==> src/design/bsap_pkg.sv <==
`timescale 1ns / 1ps
// ============================================================================
// bsap_pkg: shared types and constants of the sensor advertisement parser
// Holds the parse phases, controller states, result kinds, frame status
// codes, object type codes and the command and status structs.
// ============================================================================
package bsap_pkg;

  // Default depth of the text buffer.
  localparam int TEXT_MAX_DEFAULT = 32;

  // Configuration port geometry and register indexes.
  localparam int CFG_INDEX_W = 1;
  localparam int CFG_DATA_W  = 48;
  localparam logic [CFG_INDEX_W-1:0] CFG_EXPECTED_ADDRESS = 1'b0;
  localparam logic [CFG_INDEX_W-1:0] CFG_SENSOR_ENABLES   = 1'b1;

  // Sensor enable bits.
  localparam int EN_BATTERY     = 0;
  localparam int EN_TEMPERATURE = 1;
  localparam int EN_HUMIDITY    = 2;
  localparam int EN_BATTERY_LOW = 3;
  localparam int EN_TEXT        = 4;

  // Header flag bits captured from the first byte.
  localparam int HF_ENCRYPTED = 0;
  localparam int HF_MAC       = 1;
  localparam int HF_VERSION   = 2;

  // Header version field value that is accepted.
  localparam logic [2:0] HEADER_VERSION = 3'd2;

  // Object type codes.
  localparam logic [7:0] TYPE_PACKET_ID   = 8'h00;
  localparam logic [7:0] TYPE_BATTERY     = 8'h01;
  localparam logic [7:0] TYPE_TEMPERATURE = 8'h02;
  localparam logic [7:0] TYPE_HUMIDITY    = 8'h03;
  localparam logic [7:0] TYPE_BATTERY_LOW = 8'h15;
  localparam logic [7:0] TYPE_TEXT        = 8'h53;
  localparam logic [7:0] TYPE_RAW         = 8'hF1;

  // Parse phase of the current frame.
  typedef enum logic [2:0] {
    PH_IDLE,
    PH_HEAD,
    PH_TYPE,
    PH_LEN,
    PH_VAL,
    PH_STOP
  } phase_t;

  // Result kinds.
  typedef enum logic [2:0] {
    KIND_BATTERY,
    KIND_TEMPERATURE,
    KIND_HUMIDITY,
    KIND_BATTERY_LOW,
    KIND_TEXT,
    KIND_FRAME_END
  } kind_t;

  // Frame status codes.
  typedef enum logic [3:0] {
    ST_OK,
    ST_NONE,
    ST_UUID,
    ST_SHORT,
    ST_VERSION,
    ST_ENCRYPTED,
    ST_MAC,
    ST_ADDRESS,
    ST_EMPTY,
    ST_UNKNOWN,
    ST_DUP,
    ST_TRUNC
  } status_t;

  // Controller states.
  typedef enum logic [2:0] {
    CS_IDLE,
    CS_VALUE,
    CS_TEXT_RD,
    CS_TEXT_WR,
    CS_END
  } ctrl_state_t;

  // Commands from the controller to the datapath.
  typedef struct packed {
    logic accept;
    logic load_value;
    logic load_text;
    logic load_end;
    logic text_next;
  } bsap_cmd_t;

  // Status from the datapath to the controller.
  typedef struct packed {
    logic step_value;
    logic step_text;
    logic step_end;
    logic end_pend;
    logic out_free;
    logic text_last;
  } bsap_stat_t;

endpackage

==> src/design/ble_sensor_advert_parser_core.sv <==
`timescale 1ns / 1ps
// ============================================================================
// ble_sensor_advert_parser_core: sensor advertisement service-data parser
// Checks the frame header and address, then decodes type-length-value
// objects into sensor results, text byte runs and a frame-end status.
// ============================================================================
// Usage:
//   Input channel (in_valid/in_ready): one service-data byte per beat with
//   frame marks; the UUID flag and advertiser address go with the first byte.
//   Output channel (out_valid/out_ready): one result per beat, held in an
//   output register so the next input beat can be taken while it waits.
//   Configuration: cfg_we writes cfg_data into register cfg_index
//   (0 expected address, 1 sensor enables); write only while idle.
// Flow, with out_ready high:
//   A byte that causes no result is taken every cycle. A byte that causes
//   results holds in_ready low while they are moved out: a sensor value,
//   then the frame end when the same byte ends the frame. A completed text
//   object replays its buffered bytes one at a time (read address, then
//   registered read data), then the frame end when that byte ends the frame.
//   A sensor value enters the output register in the cycle after its byte
//   is accepted; a text byte first passes the registered RAM read.
// Reset: synchronous; clears the parse state, the remembered packet id,
//   the configuration and the output valid flag. The text RAM is not cleared.
// Stall: while out_ready is low the pending results wait in order and
//   in_ready stays low until the last one has entered the output register.
// ============================================================================
module ble_sensor_advert_parser_core
  import bsap_pkg::*;
#(
  parameter int TEXT_MAX = TEXT_MAX_DEFAULT
) (
  input  logic                   clk,
  input  logic                   rst,
  input  logic                   cfg_we,
  input  logic [CFG_INDEX_W-1:0] cfg_index,
  input  logic [CFG_DATA_W-1:0]  cfg_data,
  input  logic                   in_valid,
  output logic                   in_ready,
  input  logic [7:0]             data_byte,
  input  logic                   first_of_frame,
  input  logic                   last_of_frame,
  input  logic                   uuid_is_sensor_service,
  input  logic [47:0]            advertiser_address,
  output logic                   out_valid,
  input  logic                   out_ready,
  output logic [2:0]             kind,
  output logic signed [16:0]     value,
  output logic                   text_truncated,
  output logic                   last_of_run,
  output logic [3:0]             status,
  output logic                   reported
);

  bsap_cmd_t   cmd;
  bsap_stat_t  stat;
  logic [16:0] value_bits;

  // Sequencing controller.
  bsap_ctrl u_ctrl (
    .clk      (clk),
    .rst      (rst),
    .in_valid (in_valid),
    .in_ready (in_ready),
    .stat     (stat),
    .cmd      (cmd)
  );

  // Parse datapath with text buffer and output register.
  bsap_datapath #(
    .TEXT_MAX (TEXT_MAX)
  ) u_datapath (
    .clk                    (clk),
    .rst                    (rst),
    .cfg_we                 (cfg_we),
    .cfg_index              (cfg_index),
    .cfg_data               (cfg_data),
    .data_byte              (data_byte),
    .first_of_frame         (first_of_frame),
    .last_of_frame          (last_of_frame),
    .uuid_is_sensor_service (uuid_is_sensor_service),
    .advertiser_address     (advertiser_address),
    .cmd                    (cmd),
    .stat                   (stat),
    .out_ready              (out_ready),
    .out_valid              (out_valid),
    .kind                   (kind),
    .value                  (value_bits),
    .text_truncated         (text_truncated),
    .last_of_run            (last_of_run),
    .status                 (status),
    .reported               (reported)
  );

  assign value = signed'(value_bits);

endmodule

==> src/design/bsap_ram.sv <==
`timescale 1ns / 1ps
// ============================================================================
// bsap_ram: generic single-port-write, single-port-read RAM
// One write and one registered read per cycle; contents are not reset.
// ============================================================================
module bsap_ram #(
  parameter int WIDTH = 8,
  parameter int DEPTH = 32,
  localparam int AW   = (DEPTH > 1) ? $clog2(DEPTH) : 1
) (
  input  logic             clk,
  input  logic             wr_en,
  input  logic [AW-1:0]    wr_addr,
  input  logic [WIDTH-1:0] wr_data,
  input  logic [AW-1:0]    rd_addr,
  output logic [WIDTH-1:0] rd_data
);

  logic [WIDTH-1:0] mem [DEPTH];

  // Write port.
  always_ff @(posedge clk) begin
    if (wr_en) begin
      mem[wr_addr] <= wr_data;
    end
  end

  // Registered read port.
  always_ff @(posedge clk) begin
    rd_data <= mem[rd_addr];
  end

endmodule

==> src/design/bsap_ctrl.sv <==
`timescale 1ns / 1ps
// ============================================================================
// bsap_ctrl: sequencing controller of the advertisement parser
// Accepts one input beat at a time and then moves the results it caused
// (a sensor value, a text run, a frame end) into the output register.
// ============================================================================
module bsap_ctrl
  import bsap_pkg::*;
(
  input  logic       clk,
  input  logic       rst,
  input  logic       in_valid,
  output logic       in_ready,
  input  bsap_stat_t stat,
  output bsap_cmd_t  cmd
);

  ctrl_state_t state;
  ctrl_state_t state_next;

  // State register.
  always_ff @(posedge clk) begin
    if (rst) begin
      state <= CS_IDLE;
    end else begin
      state <= state_next;
    end
  end

  // Next state.
  always_comb begin
    state_next = state;
    unique case (state)
      CS_IDLE: begin
        if (in_valid) begin
          priority if (stat.step_value) state_next = CS_VALUE;
          else if (stat.step_text) state_next = CS_TEXT_RD;
          else if (stat.step_end) state_next = CS_END;
          else state_next = CS_IDLE;
        end
      end
      CS_VALUE: begin
        if (stat.out_free) begin
          state_next = stat.end_pend ? CS_END : CS_IDLE;
        end
      end
      CS_TEXT_RD: begin
        state_next = CS_TEXT_WR;
      end
      CS_TEXT_WR: begin
        if (stat.out_free) begin
          if (stat.text_last) begin
            state_next = stat.end_pend ? CS_END : CS_IDLE;
          end else begin
            state_next = CS_TEXT_RD;
          end
        end
      end
      CS_END: begin
        if (stat.out_free) begin
          state_next = CS_IDLE;
        end
      end
      default: state_next = CS_IDLE;
    endcase
  end

  // Outputs.
  always_comb begin
    in_ready       = (state == CS_IDLE);
    cmd.accept     = (state == CS_IDLE) && in_valid;
    cmd.load_value = (state == CS_VALUE) && stat.out_free;
    cmd.load_text  = (state == CS_TEXT_WR) && stat.out_free;
    cmd.text_next  = (state == CS_TEXT_WR) && stat.out_free && !stat.text_last;
    cmd.load_end   = (state == CS_END) && stat.out_free;
  end

  // At most one result enters the output register per cycle.
  a_one_load: assert property (@(posedge clk) disable iff (rst)
    $onehot0({cmd.load_value, cmd.load_text, cmd.load_end}))
    else $error("more than one result loaded in a cycle");

  // A frame end is only loaded when one was recorded at accept time.
  a_end_recorded: assert property (@(posedge clk) disable iff (rst)
    cmd.load_end |-> stat.end_pend)
    else $error("frame end loaded without a pending frame end");

  // A text byte that is not the last is followed by a fetch of the next one.
  a_text_refetch: assert property (@(posedge clk) disable iff (rst)
    (cmd.load_text && !stat.text_last) |=> (state == CS_TEXT_RD))
    else $error("text run did not continue");

  // After the frame end goes out, the block takes input again.
  a_ready_after_end: assert property (@(posedge clk) disable iff (rst)
    cmd.load_end |=> in_ready)
    else $error("input not ready after frame end");

endmodule

==> src/design/bsap_datapath.sv <==
`timescale 1ns / 1ps
// ============================================================================
// bsap_datapath: parse state, text buffer and output register
// Decodes each accepted byte against the frame header and object stream,
// records the results it causes and drives the output register.
// ============================================================================
module bsap_datapath
  import bsap_pkg::*;
#(
  parameter int TEXT_MAX = TEXT_MAX_DEFAULT
) (
  input  logic                   clk,
  input  logic                   rst,
  input  logic                   cfg_we,
  input  logic [CFG_INDEX_W-1:0] cfg_index,
  input  logic [CFG_DATA_W-1:0]  cfg_data,
  input  logic [7:0]             data_byte,
  input  logic                   first_of_frame,
  input  logic                   last_of_frame,
  input  logic                   uuid_is_sensor_service,
  input  logic [47:0]            advertiser_address,
  input  bsap_cmd_t              cmd,
  output bsap_stat_t             stat,
  input  logic                   out_ready,
  output logic                   out_valid,
  output logic [2:0]             kind,
  output logic [16:0]            value,
  output logic                   text_truncated,
  output logic                   last_of_run,
  output logic [3:0]             status,
  output logic                   reported
);

  localparam int CW = $clog2(TEXT_MAX + 1);
  localparam int AW = (TEXT_MAX > 1) ? $clog2(TEXT_MAX) : 1;

  // Configuration registers.
  logic [47:0] expected_address;
  logic [4:0]  sensor_enables;

  // Parse state.
  phase_t      phase, phase_next;
  logic [2:0]  byte_cnt, byte_cnt_next;
  logic [2:0]  hflags, hflags_next;
  logic [47:0] addr_shift, addr_shift_next;
  logic [7:0]  ctype, ctype_next;
  logic [7:0]  bleft, bleft_next;
  logic [7:0]  low_byte, low_byte_next;
  logic [CW-1:0] text_count, text_count_next;
  logic        text_ovf, text_ovf_next;
  logic [7:0]  prior_id, prior_id_next;
  logic        prior_valid, prior_valid_next;
  logic        frame_rep, frame_rep_next;
  status_t     stop_code, stop_code_next;

  // Results recorded at accept time.
  kind_t       pv_kind, val_kind;
  logic [16:0] pv_value, val_value;
  logic        end_pend;
  status_t     end_status, end_st;
  logic        end_rep;
  logic [CW-1:0] text_idx;

  // Output register.
  logic        out_free;
  kind_t       out_kind;
  logic [16:0] out_value;
  logic        out_trunc;
  logic        out_last;
  status_t     out_status;
  logic        out_rep;

  // Step decode helpers.
  logic        active;
  logic        do_type;
  logic        text_we;
  logic        step_value, step_text, step_end;
  logic [47:0] shifted;
  logic [7:0]  bl_dec;
  logic        is_text;
  logic [15:0] raw;
  logic [7:0]  rd_data;

  assign active   = first_of_frame || (phase != PH_IDLE);
  assign shifted  = {data_byte, addr_shift[47:8]};
  assign bl_dec   = (bleft != 8'd0) ? (bleft - 8'd1) : 8'd0;
  assign is_text  = (ctype == TYPE_TEXT) || (ctype == TYPE_RAW);
  assign raw      = {data_byte, low_byte};
  assign out_free = !out_valid || out_ready;

  // Next parse state for the byte at the input.
  always_comb begin
    phase_next       = phase;
    byte_cnt_next    = byte_cnt;
    hflags_next      = hflags;
    addr_shift_next  = addr_shift;
    ctype_next       = ctype;
    bleft_next       = bleft;
    low_byte_next    = low_byte;
    text_count_next  = text_count;
    text_ovf_next    = text_ovf;
    prior_id_next    = prior_id;
    prior_valid_next = prior_valid;
    frame_rep_next   = frame_rep;
    stop_code_next   = stop_code;
    do_type          = 1'b0;
    text_we          = 1'b0;
    step_value       = 1'b0;
    step_text        = 1'b0;
    step_end         = 1'b0;
    val_kind         = KIND_BATTERY;
    val_value        = '0;
    end_st           = ST_OK;

    if (first_of_frame) begin
      // A first byte opens a new frame and carries the header flags.
      byte_cnt_next   = 3'd0;
      frame_rep_next  = 1'b0;
      text_count_next = '0;
      text_ovf_next   = 1'b0;
      bleft_next      = 8'd0;
      ctype_next      = 8'd0;
      low_byte_next   = 8'd0;
      addr_shift_next = advertiser_address;
      hflags_next     = {(data_byte[7:5] == HEADER_VERSION), data_byte[1], data_byte[0]};
      if (uuid_is_sensor_service) begin
        stop_code_next = ST_OK;
        phase_next     = PH_HEAD;
      end else begin
        stop_code_next = ST_UUID;
        phase_next     = PH_STOP;
      end
    end else if (phase != PH_IDLE) begin
      unique case (phase)
        PH_HEAD: begin
          priority if (byte_cnt == 3'd1 && !hflags[HF_VERSION]) begin
            stop_code_next = ST_VERSION;
            phase_next     = PH_STOP;
          end else if (byte_cnt == 3'd1 && hflags[HF_ENCRYPTED]) begin
            stop_code_next = ST_ENCRYPTED;
            phase_next     = PH_STOP;
          end else if (byte_cnt == 3'd1 && !hflags[HF_MAC]) begin
            // No MAC: the advertiser address is checked and this is a type byte.
            if (addr_shift != expected_address) begin
              stop_code_next = ST_ADDRESS;
              phase_next     = PH_STOP;
            end else begin
              do_type = 1'b1;
            end
          end else begin
            // MAC bytes arrive least significant first.
            addr_shift_next = shifted;
            if (byte_cnt >= 3'd6) begin
              priority if (shifted != expected_address) begin
                stop_code_next = ST_ADDRESS;
                phase_next     = PH_STOP;
              end else if (last_of_frame) begin
                stop_code_next = ST_EMPTY;
                phase_next     = PH_STOP;
              end else begin
                phase_next = PH_TYPE;
              end
            end
          end
        end
        PH_TYPE: begin
          do_type = 1'b1;
        end
        PH_LEN: begin
          bleft_next      = data_byte;
          text_count_next = '0;
          text_ovf_next   = 1'b0;
          phase_next      = (data_byte == 8'd0) ? PH_TYPE : PH_VAL;
        end
        PH_VAL: begin
          if (is_text) begin
            if (text_count < CW'(TEXT_MAX)) begin
              text_we         = 1'b1;
              text_count_next = text_count + CW'(1);
            end else begin
              text_ovf_next = 1'b1;
            end
          end else if (bleft == 8'd2) begin
            low_byte_next = data_byte;
          end
          bleft_next = bl_dec;
          if (bl_dec == 8'd0) begin
            // The object is complete.
            phase_next = PH_TYPE;
            unique case (ctype)
              TYPE_PACKET_ID: begin
                if (prior_valid && prior_id == data_byte) begin
                  stop_code_next = ST_DUP;
                  phase_next     = PH_STOP;
                end else begin
                  prior_id_next    = data_byte;
                  prior_valid_next = 1'b1;
                end
              end
              TYPE_BATTERY: begin
                if (sensor_enables[EN_BATTERY]) begin
                  step_value     = 1'b1;
                  val_kind       = KIND_BATTERY;
                  val_value      = {9'd0, data_byte};
                  frame_rep_next = 1'b1;
                end
              end
              TYPE_TEMPERATURE: begin
                if (sensor_enables[EN_TEMPERATURE]) begin
                  step_value     = 1'b1;
                  val_kind       = KIND_TEMPERATURE;
                  val_value      = {raw[15], raw};
                  frame_rep_next = 1'b1;
                end
              end
              TYPE_HUMIDITY: begin
                if (sensor_enables[EN_HUMIDITY]) begin
                  step_value     = 1'b1;
                  val_kind       = KIND_HUMIDITY;
                  val_value      = {1'b0, raw};
                  frame_rep_next = 1'b1;
                end
              end
              TYPE_BATTERY_LOW: begin
                if (sensor_enables[EN_BATTERY_LOW]) begin
                  step_value     = 1'b1;
                  val_kind       = KIND_BATTERY_LOW;
                  val_value      = {16'd0, (data_byte != 8'd0)};
                  frame_rep_next = 1'b1;
                end
              end
              default: begin
                // Text: replay the buffered bytes when the sensor is enabled.
                if (sensor_enables[EN_TEXT] && text_count_next != '0) begin
                  step_text      = 1'b1;
                  frame_rep_next = 1'b1;
                end
              end
            endcase
          end
        end
        default: begin
        end
      endcase
    end

    // Type byte decode, shared by the header and the object stream.
    if (do_type) begin
      ctype_next = data_byte;
      unique case (data_byte)
        TYPE_TEXT, TYPE_RAW: begin
          phase_next = PH_LEN;
        end
        TYPE_PACKET_ID, TYPE_BATTERY, TYPE_BATTERY_LOW: begin
          bleft_next = 8'd1;
          phase_next = PH_VAL;
        end
        TYPE_TEMPERATURE, TYPE_HUMIDITY: begin
          bleft_next = 8'd2;
          phase_next = PH_VAL;
        end
        default: begin
          stop_code_next = ST_UNKNOWN;
          phase_next     = PH_STOP;
        end
      endcase
    end

    // Byte count saturates; only small values are compared.
    if (active) begin
      byte_cnt_next = (byte_cnt_next == 3'd7) ? 3'd7 : (byte_cnt_next + 3'd1);
      if (last_of_frame) begin
        step_end = 1'b1;
        unique case (phase_next)
          PH_STOP: end_st = stop_code_next;
          PH_HEAD: end_st = (byte_cnt_next <= 3'd1) ? ST_SHORT : ST_MAC;
          PH_TYPE: end_st = frame_rep_next ? ST_OK : ST_NONE;
          default: end_st = ST_TRUNC;
        endcase
        phase_next = PH_IDLE;
      end
    end
  end

  // Configuration and parse state registers.
  always_ff @(posedge clk) begin
    if (rst) begin
      expected_address <= '0;
      sensor_enables   <= '0;
      phase            <= PH_IDLE;
      byte_cnt         <= '0;
      hflags           <= '0;
      addr_shift       <= '0;
      ctype            <= '0;
      bleft            <= '0;
      low_byte         <= '0;
      text_count       <= '0;
      text_ovf         <= 1'b0;
      prior_id         <= '0;
      prior_valid      <= 1'b0;
      frame_rep        <= 1'b0;
      stop_code        <= ST_OK;
      end_pend         <= 1'b0;
      text_idx         <= '0;
    end else begin
      if (cfg_we) begin
        unique case (cfg_index)
          CFG_EXPECTED_ADDRESS: expected_address <= cfg_data[47:0];
          CFG_SENSOR_ENABLES:   sensor_enables   <= cfg_data[4:0];
          default: begin
          end
        endcase
      end
      if (cmd.accept) begin
        phase       <= phase_next;
        byte_cnt    <= byte_cnt_next;
        hflags      <= hflags_next;
        addr_shift  <= addr_shift_next;
        ctype       <= ctype_next;
        bleft       <= bleft_next;
        low_byte    <= low_byte_next;
        text_count  <= text_count_next;
        text_ovf    <= text_ovf_next;
        prior_id    <= prior_id_next;
        prior_valid <= prior_valid_next;
        frame_rep   <= frame_rep_next;
        stop_code   <= stop_code_next;
        end_pend    <= step_end;
        text_idx    <= '0;
      end else begin
        if (cmd.text_next) begin
          text_idx <= text_idx + CW'(1);
        end
        if (cmd.load_end) begin
          end_pend <= 1'b0;
        end
      end
    end
  end

  // Result payload recorded with the accepted beat.
  always_ff @(posedge clk) begin
    if (cmd.accept) begin
      pv_kind    <= val_kind;
      pv_value   <= val_value;
      end_status <= end_st;
      end_rep    <= frame_rep_next;
    end
  end

  // Text buffer.
  bsap_ram #(
    .WIDTH (8),
    .DEPTH (TEXT_MAX)
  ) u_text_ram (
    .clk     (clk),
    .wr_en   (cmd.accept && text_we),
    .wr_addr (text_count[AW-1:0]),
    .wr_data (data_byte),
    .rd_addr (text_idx[AW-1:0]),
    .rd_data (rd_data)
  );

  // Output valid flag.
  always_ff @(posedge clk) begin
    if (rst) begin
      out_valid <= 1'b0;
    end else if (cmd.load_value || cmd.load_text || cmd.load_end) begin
      out_valid <= 1'b1;
    end else if (out_ready) begin
      out_valid <= 1'b0;
    end
  end

  // Output payload register.
  always_ff @(posedge clk) begin
    priority if (cmd.load_value) begin
      out_kind   <= pv_kind;
      out_value  <= pv_value;
      out_trunc  <= 1'b0;
      out_last   <= 1'b0;
      out_status <= ST_OK;
      out_rep    <= 1'b0;
    end else if (cmd.load_text) begin
      out_kind   <= KIND_TEXT;
      out_value  <= {9'd0, rd_data};
      out_trunc  <= text_ovf;
      out_last   <= stat.text_last;
      out_status <= ST_OK;
      out_rep    <= 1'b0;
    end else if (cmd.load_end) begin
      out_kind   <= KIND_FRAME_END;
      out_value  <= '0;
      out_trunc  <= 1'b0;
      out_last   <= 1'b1;
      out_status <= end_status;
      out_rep    <= end_rep;
    end
  end

  // Status toward the controller.
  always_comb begin
    stat.step_value = step_value;
    stat.step_text  = step_text;
    stat.step_end   = step_end;
    stat.end_pend   = end_pend;
    stat.out_free   = out_free;
    stat.text_last  = (CW'(text_idx + CW'(1)) == text_count);
  end

  assign kind           = out_kind;
  assign value          = out_value;
  assign text_truncated = out_trunc;
  assign last_of_run    = out_last;
  assign status         = out_status;
  assign reported       = out_rep;

endmodule
==> config.mk <==
export PLATFORM = sky130hd
export DESIGN_NAME = ble_sensor_advert_parser_core
export DESIGN_NICKNAME = d
export VERILOG_FILES = /design/src/design/bsap_pkg.sv /design/src/design/ble_sensor_advert_parser_core.sv /design/src/design/bsap_ram.sv /design/src/design/bsap_ctrl.sv /design/src/design/bsap_datapath.sv
export SDC_FILE = /design/constraint.sdc
export NUM_CORES = 1
export LEC_CHECK = 0
export BUFFER_PORTS_ARGS = -buffer_cell sky130_fd_sc_hd__clkbuf_2
export CAP_MARGIN = 30
export CORE_UTILIZATION = 48
export CTS_BUF_LIST = sky130_fd_sc_hd__clkbuf_8
export CTS_CLUSTER_DIAMETER = 40
export DETAILED_ROUTE_END_ITERATION = 16
export GPL_ROUTABILITY_DRIVEN = 0
export HOLD_SLACK_MARGIN = 0.06
export MAX_ROUTING_LAYER = met4
export PLACE_DENSITY = 0.76
export SYNTH_ARGS = -nofsm -noshare
export SYNTH_HDL_FRONTEND = slang
export SYNTH_SLANG_ARGS = --single-unit
==> constraint.sdc <==
create_clock -name clk -period 3.5 [get_ports clk]
set_input_delay 0.7 -clock clk [delete_from_list [all_inputs] [get_ports clk]]
set_output_delay 0.7 -clock clk [all_outputs]
set_load 0.05 [all_outputs]
==> impl_metrics.csv <==
group,metric,value,unit
drt,drt_iter0_markers,1680,
global_routing,overflow,0,
layout,drive_above_1_share,22.7,%
synthesis,yosys_warnings,0,
placed_design,placed_area,0.0230,mm2
synthesis,synth-main-ff-cell,"edfxtp_1",
clocking,cts_tree,"yes",
global_routing,grt_max_degree,143,
drt,drt-total-wl,55.6,mm
layout,design_area,0.0247,mm2
critical_path,rr_startpoint,"u_datapath.expected_address[20]$_SDFFE_PP0P_",
critical_path,cp_slowest_cell,"nor4_1",
clocking,cts_made_buffers,83,
synthesis,yosysSeqAreaShare,59.7,%
critical_path,r2r_end,"u_datapath.end_status[3]$_SDFFCE_PN0P_",
layout,final_util,57.2,%
power_and_ir_drop,p_per_area,506,mW/mm2
sta,relSlewSlack,35.1,%
status,status,"finished clean",
synthesis,synthArstFlopShare,0,%
sta,setup_viol,0,
critical_path,crit_start,"u_datapath.expected_address[20]$_SDFFE_PP0P_",
die,start_util,48.9,%
clocking,clockBufferDepth,3,
hold_path,hold_class,"input port to register",
clocking,clock_latency,0.68,ns
layout,layout_commonest_cell,"edfxtp_1",
die,fp.dieH,212,um
layout,nets,2049,
critical_path,required,3.98,ns
placed_design,portBuffers,141,
critical_path,max_stage_delay,0.58,ns
sta,tightest_slew,0.964,ns
layout,fillers,3417,
power_and_ir_drop,ir_drop,0.000339,V
global_routing,grt_pass1_wl,85.0,mm
power_and_ir_drop,p_total,0.0125,W
layout,layout_common_cells,"300 x edfxtp_1, 202 x nor2_1, 179 x dfxtp_1, 171 x nand2_1, 139 x clkbuf_2",
sta,fin_skew,0.0285,ns
sta,setup_tns,0,ns
clocking,ctsHoldBuffers,0,
synthesis,syn_nets,1848,
clocking,cts.sinks,481,
critical_path,critical_path_arrival,3.76,ns
sta,drv_slew,0,
drt,route.vias.total,15000,
drt,first_pass_iters,6,
critical_path,endpoint_kind,"register",
synthesis,synth_edf_count,300,
die,core,0.0433,mm2
sta,fin_crit_sh,93.6,%
critical_path,critPathLaunchType,"register",
global_routing,grt.total_usage,25.9,%
sta,rsz0062_at_grt,"no",
clocking,post_cts_buffers,0,
critical_path,rr_worst_depth,9,
synthesis,synth-seq-cells,481,
placed_design,dp_hpwl,37.6,mm
synthesis,syn_area_per_cell,12.3,um2
critical_path,path_class,"register to register",
sta,finalHoldViolations,0,
layout,areaGrowthSynthToFinish,16.9,%
critical_path,cp-endpoint,"u_datapath.end_status[3]$_SDFFCE_PN0P_",
clocking,cts.htree.levels,3,
drt,drc,0,
drt,wire_per_inst,21.6,um
drt,final_antenna_net_count,0,
die,num_rows,76,
sta,clock.fmax,305,MHz
global_routing,grt_pass1_vias,14700,
power_and_ir_drop,power.leakage,9.08,nW
clocking,cts-root-buf,"clkbuf_8",
critical_path,regToRegSetupSlack,0.23,ns
critical_path,crit_chain,"xor2_1 > nor4_1 > nand4_1 > nor4b_1 > o21ai_0 > a32o_1 > a211oi_1 > o21ai_0 > a211oi_1",
flow_run,drv_cap,0,
global_routing,antenna_found_initial,2,
die,pin_count,142,
synthesis,syn_inst,1726,
synthesis,synth_cell_types,67,
sta,period_minus_slack,3.27,ns
synthesis,syn_area,0.0212,mm2
drt,via_per_inst,5.83,
die,dieArea,0.0450,mm2
critical_path,crit_fanout,4,
die,die_w,212,um
clocking,clkTransAtPathRegs,0.06,ns
[layer usage]
layer | up-vias | global-route usage (%) | routed length, um
met5 | - | - | 0
met2 | 788 | 38.7 | 25800
li1 | 6837 | - | -
met3 | 138 | 4.68 | 4710
met1 | 7281 | 34.9 | 23000
met4 | 0 | 10.9 | 2080
[power by group]
part | leakage, nW | total [W] | switching, W | internal [W]
Combinational | 3.90 | 0.000865 | 0.000569 | 0.000296
Sequential | 4.20 | 0.00623 | 0.000109 | 0.00612
Clock | 0.967 | 0.00543 | 0.00235 | 0.00308
[timing repair]
action                                  CTS  global route
endpoints found under the hold margin     0             0
gates resized for setup                   0             1
endpoints found under the setup margin    0             1
[kinds of logic (layout without fill, tap and decap cells)]
| logic type | count (synthesis) | after routing | synth area share (%) |
|---|---|---|---|
| and+or+nand+nor | 579 | 579 | 12.7 |
| adders and majority gates | 9 | 9 | 0.532 |
| other | 0 | 2 | 0 |
| DFF | 481 | 481 | 59.7 |
| buffers and inverters | 128 | 395 | 2.29 |
| muxes | 154 | 154 | 12.1 |
| xor gates and xnor gates | 119 | 119 | 4.92 |
| AOI/OAI and AO/OA | 256 | 256 | 7.79 |
[critical path: cells and delay by family, from the launching register on]
| family | cells | cell delay (ns) |
|---|---|---|
| xor+xnor | 1 | 0.17 |
| flops | 1 | 0.34 |
| compound gates | 5 | 1.15 |
| simple gates | 3 | 1.42 |
[Yosys cell counts (29+ instances only)]
cell type | number | area (um2)
a21oi_1 | 105 | 526
mux4_2 | 80 | 1800
mux2i_1 | 65 | 651
clkbuf_1 | 93 | 349
nor4_1 | 36 | 225
edfxtp_1 | 300 | 9010
nand2_1 | 171 | 642
nand3_1 | 31 | 155
nor3_1 | 29 | 145
nor2_1 | 202 | 758
a211oi_1 | 58 | 435
xor2_1 | 104 | 911
dfxtp_1 | 181 | 3620
[metrics by stage]
step	setup WS [ns]	hold slack, ns	std cells
after floorplan	0.270	0.430	1726
after global placement	0.221	0.447	2426
after detailed placement	0.0977	0.457	2427
after CTS	0.259	0.216	2578
after global routing	0.0645	0.240	2580
final	0.225	0.245	2580
[cell type report]
cell class,count,area [um2],area share [%]
clock inverters,60,531,2.14
flip-flops and latches,481,12600,51.1
clock buffers,91,1250,5.06
repair buffers,228,1440,5.82
multi-input cells,1117,8090,32.7
inverters,16,60.1,0.243
well taps,585,732,2.96
diodes,2,5.00,0.0202
[worst min-delay path by stage]
stage,start,to,slack (ns),depth (start not counted)
final,cfg_data[16],u_datapath.expected_address[16]$_SDFFE_PP0P_,0.25,3
after detailed placement,u_datapath.low_byte[2]$_SDFFE_PP0P_,u_datapath.low_byte[2]$_SDFFE_PP0P_,0.46,2
after floorplan,u_datapath.text_ovf$_SDFFE_PP0P_,u_datapath.text_truncated$_SDFFE_PP0P_,0.43,2
after global placement,u_datapath.stop_code[1]$_SDFFE_PP0P_,u_datapath.stop_code[1]$_SDFFE_PP0P_,0.45,2
after CTS,cfg_data[36],u_datapath.expected_address[36]$_SDFFE_PP0P_,0.22,3
after global routing,cfg_data[28],u_datapath.expected_address[28]$_SDFFE_PP0P_,0.24,3
[sequential cells by signal, indices dropped and copies added (netlist names), 6 cells and up]
name / flops
u_datapath.addr_shift: 48
u_datapath.pv_value: 17
u_datapath.text_idx: 6
u_datapath.u_text_ram.mem: 256
u_datapath.ctype: 8
u_datapath.text_count: 6
u_datapath.value: 17
u_datapath.low_byte: 8
u_datapath.prior_id: 8
u_datapath.expected_address: 48
u_datapath.u_text_ram.rd_data: 8
u_datapath.bleft: 8
Power figures use the tool's default switching activity.
